File: src/apsd_pkg.sv
// Shared types and constants of the ADPCM / PCM sample decoder.
`timescale 1ns / 1ps
`default_nettype none
package apsd_pkg;

  // Register indexes of the configuration port
  localparam logic [2:0] REG_DECODE_FORMAT = 3'd0;
  localparam logic [2:0] REG_OUTPUT_MODE   = 3'd1;
  localparam logic [2:0] REG_PCM_GAIN      = 3'd2;
  localparam logic [2:0] REG_COEF_WORD_A   = 3'd3;
  localparam logic [2:0] REG_COEF_WORD_B   = 3'd4;
  localparam logic [2:0] REG_COEF_WORD_C   = 3'd5;
  localparam logic [2:0] REG_COEF_WORD_D   = 3'd6;

  // Decode formats
  localparam logic [1:0] FMT_ADPCM = 2'd0;
  localparam logic [1:0] FMT_PCM8  = 2'd1;
  localparam logic [1:0] FMT_PCM16 = 2'd2;
  localparam logic [1:0] FMT_ZERO  = 2'd3;

  // Output modes
  localparam logic [1:0] OMODE_CLAMP = 2'd0;
  localparam logic [1:0] OMODE_LOW   = 2'd1;
  localparam logic [1:0] OMODE_HIGH  = 2'd2;
  localparam logic [1:0] OMODE_BAD   = 2'd3;

  localparam int unsigned SCALE_MAX   = 12;
  localparam int unsigned FRAC_SHIFT  = 11;
  localparam int unsigned QUEUE_DEPTH = 2;

  typedef enum logic [1:0] {
    KIND_LOAD  = 2'd0,
    KIND_ADPCM = 2'd1,
    KIND_PCM   = 2'd2,
    KIND_ZERO  = 2'd3
  } kind_t;

  // One classified transaction, front to back
  typedef struct packed {
    kind_t              kind;
    logic signed [15:0] sample;    // pcm sample or load_newer
    logic signed [15:0] older;     // load_older
    logic signed [15:0] coef_new;
    logic signed [15:0] coef_old;
    logic signed [26:0] nib_term;  // nibble * 2048 * 2^scale
  } item_t;

  // Queue handshake toward the back end
  typedef struct packed {
    logic valid;
    logic pop;
  } qctl_t;

endpackage
`default_nettype wire

File: src/apsd_front.sv
// Front end: input handshake and classification of each transaction.
`timescale 1ns / 1ps
`default_nettype none
module apsd_front (
  input  wire logic               in_valid,
  output logic                    in_stall,
  input  wire logic               in_cmd,
  input  wire logic [15:0]        in_raw_sample,
  input  wire logic [2:0]         in_predictor_index,
  input  wire logic [3:0]         in_scale_shift,
  input  wire logic signed [15:0] in_load_newer,
  input  wire logic signed [15:0] in_load_older,
  input  wire logic [1:0]         decode_format,
  input  wire logic [255:0]       coef_flat,
  input  wire logic               q_full,
  output logic                    q_push,
  output apsd_pkg::item_t         q_item
);

  logic [3:0]         scale_c;
  logic signed [26:0] nib_ext;
  logic [4:0]         shamt;

  assign in_stall = q_full;
  assign q_push   = in_valid & ~q_full;

  always_comb begin
    scale_c = (in_scale_shift > 4'(apsd_pkg::SCALE_MAX)) ?
              4'(apsd_pkg::SCALE_MAX) : in_scale_shift;
    nib_ext = 27'($signed(in_raw_sample[3:0]));
    shamt   = 5'(apsd_pkg::FRAC_SHIFT) + {1'b0, scale_c};

    q_item.coef_new = coef_flat[{in_predictor_index, 5'd0} +: 16];
    q_item.coef_old = coef_flat[{in_predictor_index, 1'b1, 4'd0} +: 16];
    q_item.nib_term = nib_ext <<< shamt;
    q_item.older    = in_load_older;
    q_item.sample   = in_load_newer;

    if (in_cmd) begin
      q_item.kind = apsd_pkg::KIND_LOAD;
    end else begin
      case (decode_format)
        apsd_pkg::FMT_ADPCM: q_item.kind = apsd_pkg::KIND_ADPCM;
        apsd_pkg::FMT_PCM8: begin
          q_item.kind   = apsd_pkg::KIND_PCM;
          q_item.sample = {in_raw_sample[7:0], 8'd0};
        end
        apsd_pkg::FMT_PCM16: begin
          q_item.kind   = apsd_pkg::KIND_PCM;
          q_item.sample = in_raw_sample;
        end
        default: q_item.kind = apsd_pkg::KIND_ZERO;
      endcase
    end
  end

endmodule
`default_nettype wire

File: src/apsd_queue.sv
// Short queue of classified transactions between front and back end.
`timescale 1ns / 1ps
`default_nettype none
module apsd_queue (
  input  wire logic            clk,
  input  wire logic            rst_n,
  input  wire logic            push,
  input  wire apsd_pkg::item_t push_item,
  output logic                 full,
  output apsd_pkg::qctl_t      ctl_valid,
  input  wire apsd_pkg::qctl_t ctl_pop,
  output apsd_pkg::item_t      head
);

  localparam int unsigned D  = apsd_pkg::QUEUE_DEPTH;
  localparam int unsigned AW = (D > 1) ? $clog2(D) : 1;
  localparam int unsigned CW = $clog2(D + 1);

  apsd_pkg::item_t entry_r [D];
  logic [AW-1:0]   wr_ptr_r, wr_ptr_nxt;
  logic [AW-1:0]   rd_ptr_r, rd_ptr_nxt;
  logic [CW-1:0]   count_r, count_nxt;
  logic            do_pop;

  assign full            = (count_r == CW'(D));
  assign ctl_valid.valid = (count_r != '0);
  assign ctl_valid.pop   = 1'b0;
  assign do_pop          = ctl_pop.pop & ctl_valid.valid;
  assign head            = entry_r[rd_ptr_r];

  always_comb begin
    wr_ptr_nxt = wr_ptr_r;
    rd_ptr_nxt = rd_ptr_r;
    if (push) begin
      wr_ptr_nxt = (wr_ptr_r == AW'(D - 1)) ? '0 : wr_ptr_r + 1'b1;
    end
    if (do_pop) begin
      rd_ptr_nxt = (rd_ptr_r == AW'(D - 1)) ? '0 : rd_ptr_r + 1'b1;
    end
    count_nxt = count_r + CW'(push) - CW'(do_pop);
  end

  always_ff @(posedge clk) begin
    if (!rst_n) begin
      wr_ptr_r <= '0;
      rd_ptr_r <= '0;
      count_r  <= '0;
    end else begin
      wr_ptr_r <= wr_ptr_nxt;
      rd_ptr_r <= rd_ptr_nxt;
      count_r  <= count_nxt;
    end
  end

  always_ff @(posedge clk) begin
    if (push) begin
      entry_r[wr_ptr_r] <= push_item;
    end
  end

endmodule
`default_nettype wire

File: src/apsd_back.sv
// Back end: history, multiply-accumulate, output formatting and output register.
`timescale 1ns / 1ps
`default_nettype none
module apsd_back (
  input  wire logic               clk,
  input  wire logic               rst_n,
  input  wire apsd_pkg::qctl_t    q_ctl,
  output apsd_pkg::qctl_t         q_pop,
  input  wire apsd_pkg::item_t    item,
  input  wire logic [1:0]         output_mode,
  input  wire logic [15:0]        pcm_gain,
  output logic                    out_valid,
  input  wire logic               out_stall,
  output logic [15:0]             out_decoded_sample,
  output logic                    out_mode_error,
  output logic signed [15:0]      out_newer_now,
  output logic signed [15:0]      out_older_now
);

  logic               out_valid_r, out_valid_nxt;
  logic [15:0]        dec_r;
  logic               err_r;
  logic signed [15:0] hist_newer_r, hist_newer_nxt;
  logic signed [15:0] hist_older_r, hist_older_nxt;

  logic               take;
  logic signed [16:0] mul_a, mul_b;
  logic signed [33:0] prod_a;
  logic signed [31:0] prod_b;
  logic signed [34:0] sum;
  logic signed [34:0] sum_sh;
  logic [15:0]        dec_val;
  logic               err_val;

  assign take      = q_ctl.valid & (~out_valid_r | ~out_stall);
  assign q_pop.pop   = take;
  assign q_pop.valid = 1'b0;

  always_comb begin
    if (item.kind == apsd_pkg::KIND_ADPCM) begin
      mul_a = {hist_newer_r[15], hist_newer_r};
      mul_b = {item.coef_new[15], item.coef_new};
    end else begin
      mul_a = {item.sample[15], item.sample};
      mul_b = $signed({1'b0, pcm_gain});
    end
    prod_a = mul_a * mul_b;
    prod_b = hist_older_r * item.coef_old;

    case (item.kind)
      apsd_pkg::KIND_ADPCM: sum = 35'(prod_a) + 35'(prod_b) + 35'(item.nib_term);
      apsd_pkg::KIND_PCM:   sum = 35'(prod_a);
      default:              sum = '0;
    endcase
    sum_sh = sum >>> apsd_pkg::FRAC_SHIFT;

    err_val = 1'b0;
    case (output_mode)
      apsd_pkg::OMODE_CLAMP: begin
        if (sum_sh > 35'sd32767) begin
          dec_val = 16'h7FFF;
        end else if (sum_sh < -35'sd32768) begin
          dec_val = 16'h8000;
        end else begin
          dec_val = sum_sh[15:0];
        end
      end
      apsd_pkg::OMODE_LOW:  dec_val = sum[15:0];
      apsd_pkg::OMODE_HIGH: dec_val = sum[31:16];
      default: begin
        dec_val = 16'd0;
        err_val = 1'b1;
      end
    endcase

    hist_newer_nxt = hist_newer_r;
    hist_older_nxt = hist_older_r;
    case (item.kind)
      apsd_pkg::KIND_LOAD: begin
        hist_newer_nxt = item.sample;
        hist_older_nxt = item.older;
        dec_val        = 16'd0;
        err_val        = 1'b0;
      end
      apsd_pkg::KIND_ADPCM: begin
        hist_older_nxt = hist_newer_r;
        hist_newer_nxt = sum_sh[15:0];
      end
      default: begin
      end
    endcase

    if (take) begin
      out_valid_nxt = 1'b1;
    end else if (~out_stall) begin
      out_valid_nxt = 1'b0;
    end else begin
      out_valid_nxt = out_valid_r;
    end
  end

  always_ff @(posedge clk) begin
    if (!rst_n) begin
      out_valid_r  <= 1'b0;
      hist_newer_r <= '0;
      hist_older_r <= '0;
    end else begin
      out_valid_r <= out_valid_nxt;
      if (take) begin
        hist_newer_r <= hist_newer_nxt;
        hist_older_r <= hist_older_nxt;
      end
    end
  end

  always_ff @(posedge clk) begin
    if (take) begin
      dec_r         <= dec_val;
      err_r         <= err_val;
      out_newer_now <= hist_newer_nxt;
      out_older_now <= hist_older_nxt;
    end
  end

  assign out_valid          = out_valid_r;
  assign out_decoded_sample = dec_r;
  assign out_mode_error     = err_r;

endmodule
`default_nettype wire

File: src/adpcm_pcm_sample_decoder_core.sv
// Top level of the ADPCM / PCM sample decoder: configuration registers and the datapath.
//
// Usage:
//  - Input channel (in_*): one transaction per sample; cmd 0 decodes raw_sample per the
//    configured format, cmd 1 loads the two history samples. Accepted at a clock edge
//    with in_valid high and in_stall low.
//  - Result channel (out_*): exactly one result per input transaction, in order,
//    taken at an edge with out_valid high and out_stall low.
//  - Configuration (cfg_*): write cfg_wdata to register cfg_index when cfg_wr_en is
//    high; only while no transaction is in flight. Unlisted indexes are dropped.
//  - An accepted input is written to the queue, taken from its head by the back end
//    and held in the output register. Throughput: one sample per cycle while
//    out_stall is low, set by the history multiply-accumulate loop in the back end.
//  - The front end classifies the transaction and picks the coefficient pair; a
//    two-entry queue decouples it from the back end, which owns the history.
//  - When out_stall is high the output register holds its result, the queue fills,
//    and in_stall rises once both queue entries are occupied.
//  - Synchronous active-low reset clears the history, the configuration registers and all valids.
`timescale 1ns / 1ps
`default_nettype none
module adpcm_pcm_sample_decoder_core (
  input  wire logic               clk,
  input  wire logic               rst_n,
  input  wire logic               cfg_wr_en,
  input  wire logic [2:0]         cfg_index,
  input  wire logic [63:0]        cfg_wdata,
  input  wire logic               in_valid,
  output logic                    in_stall,
  input  wire logic               in_cmd,
  input  wire logic [15:0]        in_raw_sample,
  input  wire logic [2:0]         in_predictor_index,
  input  wire logic [3:0]         in_scale_shift,
  input  wire logic signed [15:0] in_load_newer,
  input  wire logic signed [15:0] in_load_older,
  output logic                    out_valid,
  input  wire logic               out_stall,
  output logic [15:0]             out_decoded_sample,
  output logic                    out_mode_error,
  output logic signed [15:0]      out_newer_now,
  output logic signed [15:0]      out_older_now
);

  // Configuration registers
  logic [1:0]  decode_format_r;
  logic [1:0]  output_mode_r;
  logic [15:0] pcm_gain_r;
  logic [63:0] coef_a_r, coef_b_r, coef_c_r, coef_d_r;

  always_ff @(posedge clk) begin
    if (!rst_n) begin
      decode_format_r <= '0;
      output_mode_r   <= '0;
      pcm_gain_r      <= '0;
      coef_a_r        <= '0;
      coef_b_r        <= '0;
      coef_c_r        <= '0;
      coef_d_r        <= '0;
    end else if (cfg_wr_en) begin
      case (cfg_index)
        apsd_pkg::REG_DECODE_FORMAT: decode_format_r <= cfg_wdata[1:0];
        apsd_pkg::REG_OUTPUT_MODE:   output_mode_r   <= cfg_wdata[1:0];
        apsd_pkg::REG_PCM_GAIN:      pcm_gain_r      <= cfg_wdata[15:0];
        apsd_pkg::REG_COEF_WORD_A:   coef_a_r        <= cfg_wdata;
        apsd_pkg::REG_COEF_WORD_B:   coef_b_r        <= cfg_wdata;
        apsd_pkg::REG_COEF_WORD_C:   coef_c_r        <= cfg_wdata;
        apsd_pkg::REG_COEF_WORD_D:   coef_d_r        <= cfg_wdata;
        default: begin
        end
      endcase
    end
  end

  // Sixteen coefficients, coefficient 0 in the lowest bits
  logic [255:0] coef_flat;
  assign coef_flat = {coef_d_r, coef_c_r, coef_b_r, coef_a_r};

  logic            q_full;
  logic            q_push;
  apsd_pkg::item_t q_item;
  apsd_pkg::item_t q_head;
  apsd_pkg::qctl_t q_status;
  apsd_pkg::qctl_t q_pop;

  apsd_front u_front (
    .in_valid           (in_valid),
    .in_stall           (in_stall),
    .in_cmd             (in_cmd),
    .in_raw_sample      (in_raw_sample),
    .in_predictor_index (in_predictor_index),
    .in_scale_shift     (in_scale_shift),
    .in_load_newer      (in_load_newer),
    .in_load_older      (in_load_older),
    .decode_format      (decode_format_r),
    .coef_flat          (coef_flat),
    .q_full             (q_full),
    .q_push             (q_push),
    .q_item             (q_item)
  );

  apsd_queue u_queue (
    .clk       (clk),
    .rst_n     (rst_n),
    .push      (q_push),
    .push_item (q_item),
    .full      (q_full),
    .ctl_valid (q_status),
    .ctl_pop   (q_pop),
    .head      (q_head)
  );

  apsd_back u_back (
    .clk                (clk),
    .rst_n              (rst_n),
    .q_ctl              (q_status),
    .q_pop              (q_pop),
    .item               (q_head),
    .output_mode        (output_mode_r),
    .pcm_gain           (pcm_gain_r),
    .out_valid          (out_valid),
    .out_stall          (out_stall),
    .out_decoded_sample (out_decoded_sample),
    .out_mode_error     (out_mode_error),
    .out_newer_now      (out_newer_now),
    .out_older_now      (out_older_now)
  );

endmodule
`default_nettype wire

File: config.mk
export PLATFORM = sky130hd
export DESIGN_NAME = adpcm_pcm_sample_decoder_core
export DESIGN_NICKNAME = d
export VERILOG_FILES = /design/src/apsd_pkg.sv /design/src/apsd_front.sv /design/src/apsd_queue.sv /design/src/apsd_back.sv /design/src/adpcm_pcm_sample_decoder_core.sv
export SDC_FILE = /design/constraint.sdc
export NUM_CORES = 2
export LEC_CHECK = 0
export ABC_AREA = 1
export BUFFER_PORTS_ARGS = -buffer_cell sky130_fd_sc_hd__buf_2
export CORE_MARGIN = 8
export CORE_UTILIZATION = 55
export DETAILED_ROUTE_END_ITERATION = 16
export HOLD_SLACK_MARGIN = 0.1
export PLACE_DENSITY_LB_ADDON = 0.08
export SETUP_SLACK_MARGIN = 0.02
export SLEW_MARGIN = 15
export SYNTH_ARGS = -nofsm -noshare
export SYNTH_HDL_FRONTEND = slang
export SYNTH_SLANG_ARGS = --single-unit
File: constraint.sdc
create_clock -name clk -period 20.8 [get_ports clk]
set_clock_uncertainty 0.2 [all_clocks]
set_input_delay 6.24 -clock clk [delete_from_list [all_inputs] [get_ports clk]]
set_output_delay 6.24 -clock clk [all_outputs]
set_load 0.01 [all_outputs]
# After elaboration in Yosys (flattened, before gate mapping)
# Memory sizes are Yosys's and may differ from the RTL's. A register that Yosys moved wholly into a read port is not among the register bits.
# Index checks and enable logic that the tools add are counted.
[totals]
reg_bits = 362
mem_bits_rw = 186
in_bits = 128
out_inout_bits = 51
elab_cells = 90
n_memories = 1
[op_classes]
n_eq_ne = 14
magnitude_cmp = 3
mux = 22
mul = 2
n_bitwise = 7
addsub = 7
n_shift = 3
n_reduce_logical = 14
[memory_table]
columns = ["memory", "depth", "word_bits", "read_ports", "rd_clocked_by_memory_dff", "write_ports", "line", "rtl"]
rows = [
  ["u_queue.entry_r", 2, 93, 1, 1, 1, "apsd_queue.sv:19", "apsd_pkg::item_t entry_r [D];"],
]
[op_table]
columns = ["cell", "count"]
rows = [
  ["256-bit by 9-bit variable part select with 16-bit output", 2],
  ["16-bit case mux with 2 select lines", 3],
  ["35-bit case mux with 2 select lines", 1],
  ["16-bit 2-to-1 mux", 3],
  ["16-bit case mux with 3 select lines", 1],
  ["34-bit by 32-bit adder with 35-bit output", 1],
  ["35-bit by 27-bit adder with 35-bit output", 1],
  ["17-bit by 17-bit multiplier with 34-bit output", 1],
  ["17-bit 2-to-1 mux", 2],
  ["16-bit by 16-bit multiplier with 32-bit output", 1],
  ["4-bit by 5-bit <<< shifter with 27-bit output", 1],
  ["24-bit by 16-bit > comparator with 1-bit output, second input constant", 1],
  ["24-bit by 16-bit < comparator with 1-bit output, second input constant", 1],
  ["2-bit AND reduction", 7],
  ["3-bit equality test, second input constant", 3],
  ["1-bit 2-to-1 mux", 9],
  ["2-bit equality test, second input constant", 4],
  ["2-bit by 1-bit equality test with 1-bit output, second input constant", 3],
  ["3-bit by 2-bit equality test with 1-bit output, second input constant", 2],
  ["2-bit zero test", 3],
  ["4-bit by 4-bit adder with 5-bit output, first input constant", 1],
  ["4-bit > comparator, second input constant", 1],
  ["4-bit 2-to-1 mux", 1],
  ["2-bit case mux with 2 select lines", 1],
  ["other kinds (13)", 18],
]

# Logic depth before layout (Yosys ltp)
[logic_depth]
ltp_word = 10
ltp_mapped = 69
ltp_nobuf = 62

# By module
# A second synthesis with hierarchy kept.
[unflattened]
hier_cells = 6406
hier_area_um2 = 50668.6
[by_module_without_submodules]
columns = ["module", "seq_area_each_um2", "cells_per_inst", "area_each_um2", "n_inst"]
rows = [
  ["apsd_back", 2132.0, 3816, 29229.3, 1],
  ["adpcm_pcm_sample_decoder_core", 5525.3, 1581, 10946.7, 1],
  ["apsd_queue", 5685.5, 328, 7244.4, 1],
  ["apsd_front", 0.0, 681, 3248.1, 1],
]

# Worst setup path before layout
# Ideal clock, no wire load.
[synth_timing]
path_kind = "reg2reg"
from = "register (tool-made name)"
to = "register u_back.dec_r[10] (netlist: u_back.out_decoded_sample[10]), data pin"
path_stages_with_launch = 62
required_ns = 20.320
setup_time_ns = 0.280
arrival_ns = 12.474
n_path_buf = 9
period_less_slack_ns = 12.954
setup_slack_ns = 7.846
path_cell_list = "dfxtp_1 -> clkbuf_1 -> clkbuf_1 -> clkbuf_1 -> clkbuf_1 -> o21ai_0 -> inv_1 -> ha_1 -> buf_2 -> buf_2 -> buf_1 -> nand3_1 -> o21ai_1 -> clkbuf_1 -> nor2_1 -> fa_1 -> inv_1 -> fa_1 -> [26 not listed] -> nand2_1 -> nor2_1 -> inv_1 -> nor3_1 -> nand2_1 -> nand3_1 -> nand2_1 -> nand3_1 -> nand2_1 -> nand2_1 -> nand3_1 -> nor2_1 -> nand3_1 -> nand2_2 -> buf_6 -> nand2_1 -> nand2_1 -> a21oi_2"
[synth_lines]
columns = ["element", "line", "rtl"]
rows = [
  ["to (signal assigned)", "apsd_back.sv:118", "dec_r <= dec_val;"],
  ["to (decl)", "apsd_back.sv:21", "logic [15:0] dec_r;"],
]

==> flow_summary_export.csv <==
group,metric,value,unit
critical_path,worstSetupEndpoint,"u_back.out_newer_now[15]",
hold_path,hp-start,"coef_a_r[19]",
yosys,syn_area_per_cell,7.98,µm²
global_route,grt_pass1_vias,38800,
clock_tree,hold_buffers,0,
global_route,overflow,0,
routing,avgViaCountPerCell,5.38,
hold_path,hp-class,"reg2reg",
floorplan,coreArea,86500,µm²
yosys,syn-instance-count,5987,
timing,finalSetupTns,0,ps
critical_path,r2r-end,"u_back.out_newer_now[15]",
routing,post_drt_wl_per_cell,19.9,µm
clock_tree,cts_sinks,549,
timing,final_hold_viol_count,0,
routing,final_antenna_net_count,0,
clock_tree,path_clk_slew,60,ps
yosys,netlist_area,47800,µm²
critical_path,reg2reg_depth,49,
floorplan,io_pins,179,
critical_path,crit_path_start_kind,"flip-flop",
cells_and_area,area_growth,8.17,%
clock_tree,cts_root_buf,"clkbuf_16",
floorplan,dieArea,96600,µm²
critical_path,path_common_cell,"fa_1",
cells_and_area,final_common_cell,"inv_1",
critical_path,slowest_delay,870,ps
cells_and_area,layout_common_cells,"1177 x inv_1, 1020 x nor2_1, 970 x nand2_1",
yosys,synth_top_family_by_area,"adder cells",
yosys,synth_mux_area_share,0.293,%
critical_path,required,20920,ps
routing,wl,144000,µm
cells_and_area,fillerInstances,8007,
yosys,synthDistinctLibCells,45,
routing,firstDrtPassIters,6,
job,cap_violations,0,
yosys,synth_top_area_cell,"fa_1",
yosys,seq_area_frac_synth,27.9,%
placed_design,portBuffers,178,
timing,worst_slack,4710,ps
clock_tree,ctsLongestPathBuffers,3,
yosys,ys.flop_type,"dfxtp_1",
floorplan,initial_core_util,55.3,%
critical_path,cp_max_fo,66,
timing,worst_slew_margin_rel,13.5,%
critical_path,slowest_stage,"a21oi_2",
critical_path,worstSetupPathType,"reg2reg",
timing,rsz0062_at_grt,"no",
placed_design,place_inst,7128,
routing,first_iter_violations,3703,
critical_path,cp.arrival,16210,ps
placed_design,routabilityCongestion,1.01,
clock_tree,cts_setup_buffers,0,
clock_tree,worstSkewPairLatency,670,ps
routing,drc,0,
global_route,antenna_found_initial,16,
timing,min_period,16090,ps
yosys,synth_fa_ha_area_share,31.5,%
floorplan,die_y,311,µm
global_route,grt_pass1_wl,226000,µm
timing,setup_violations,0,
global_route,grt_max_degree,139,
clock_tree,cts_inserted_buffers,60,
placed_design,dp_slack,4560,ps
clock_tree,cts_tree,"yes",
global_route,globalRouteTotalUtil,29.7,%
critical_path,r2r_slack,4710,ps
placed_design,dp.final_hpwl,111000,µm
clock_tree,cts_resized,0,
cells_and_area,layout.nets,6989,
yosys,yosys_warnings,0,
routing,vias,39000,
yosys,synth_top_area_share,26.4,%
timing,tightest_slew,1280,ps
yosys,synth_xor_area_share,0.623,%
yosys,ys_async_sr_fraction,0,%
timing,fmax,62.1,MHz
hold_path,min_delay_path_depth,2,
yosys,synth_edf_count,235,
clock_tree,h-tree-depth,2,
outcome,status,"finished, final reports clean",
cells_and_area,layoutNonFillerInstCount,7245,
timing,hold_slack,242,ps
floorplan,die_x,311,µm
cells_and_area,layout-drive-gt1-share,7.25,%
timing,min_period_over_period,77.4,%
yosys,synth-seq-cells,549,
yosys,synth-simple-area-share,18.2,%
yosys,synthTopCellsByArea,"fa_1 26%, edfxtp_1 15%, dfxtp_1 13%",
timing,drv_slew,0,
critical_path,end_kind,"flip-flop",
floorplan,rows,108,
yosys,synth_compound_area_share,10.0,%
-- routing by layer --
layer	track usage [%]	wire length, µm	part of all wire, %
met5	0	81	0.056
met4	9.45	5200	3.6
met1	41.8	62500	43
met2	46.1	64000	44
met3	5.98	12300	8.5
-- area by class of cell --
cell class,instances,area [µm²],share of cell area [%]
timing repair buffer,237,1350,2.60
antenna,5,12.5,0.0242
clock inverter,22,224,0.433
tap,1155,1450,2.80
multi-input combinational,3993,29100,56.3
sequential,549,13300,25.8
clock buffer,90,1740,3.36
inverter,1194,4480,8.67
-- stage by stage --
step           area, µm²  util (%)
5_1_grt            51700      59.8
2_1_floorplan      47800         -
4_1_cts            51700      59.7
3_3_place_gp       49700      57.5
6_report           51700      59.8
3_5_place_dp       49700      57.5
-- synthesized netlist by cell type, drive strengths merged (10+ instances only) --
| library cell | n |
|---|---|
| fa | 629 |
| inv | 1187 |
| nand3 | 116 |
| mux2i | 14 |
| dfxtp | 314 |
| edfxtp | 235 |
| clkbuf | 233 |
| ha | 197 |
| o22ai | 40 |
| or2 | 48 |
| a22oi | 16 |
| buf | 25 |
| o21ai | 567 |
| xor2 | 16 |
| xnor2 | 18 |
| a21oi | 230 |
| nand2 | 977 |
| nor3 | 10 |
| nor2 | 1032 |
| a31oi | 32 |
-- worst max-delay path: cells and delay by family, from the launching register on --
kind                       cells  cell delay, ps
adders and majority gates     15            7020
buffers and inverters         14            2890
AOI/OAI and AO/OA              6            2620
and+or+nand+nor               14            2320
DFF                            1             560
-- how the worst min path moves through the flow --
| stage | endpoint |
|---|---|
| after floorplan | coef_a_r[0] |
| after global placement | flip-flop |
| after detailed placement | coef_a_r[15] |
| after CTS | coef_a_r[15] |
| after global routing | coef_a_r[16] |
| final | coef_a_r[19] |
-- registers in the layout (all words and copies together) (netlist names), 2 cells and up, named ones only --
| name | flops |
|---|---|
| u_back.out_newer_now | 16 |
| u_back.hist_older_r | 16 |
| pcm_gain_r | 16 |
| coef_b_r | 64 |
| coef_c_r | 64 |
| u_queue.count_r | 2 |
| coef_a_r | 64 |
| coef_d_r | 64 |
| decode_format_r | 2 |
| u_back.out_decoded_sample | 16 |
| u_back.hist_newer_r | 16 |
| output_mode_r | 2 |
| u_queue.entry_r | 186 |
| u_back.out_older_now | 16 |
-- kinds of logic (layout without fill, tap and decap cells) --
kind of cell / Yosys count / count (layout)
xor+xnor: 34 / 34
other cells: 1 / 13
fa+ha+maj: 826 / 826
flops: 549 / 549
simple gates: 2205 / 2205
compound gates: 906 / 906
buf+inv: 1452 / 1543
mux: 14 / 14
Power is left out: the tool's default activity adds up to more than one toggle a clock period on the data nets, which glitch-free logic cannot reach.
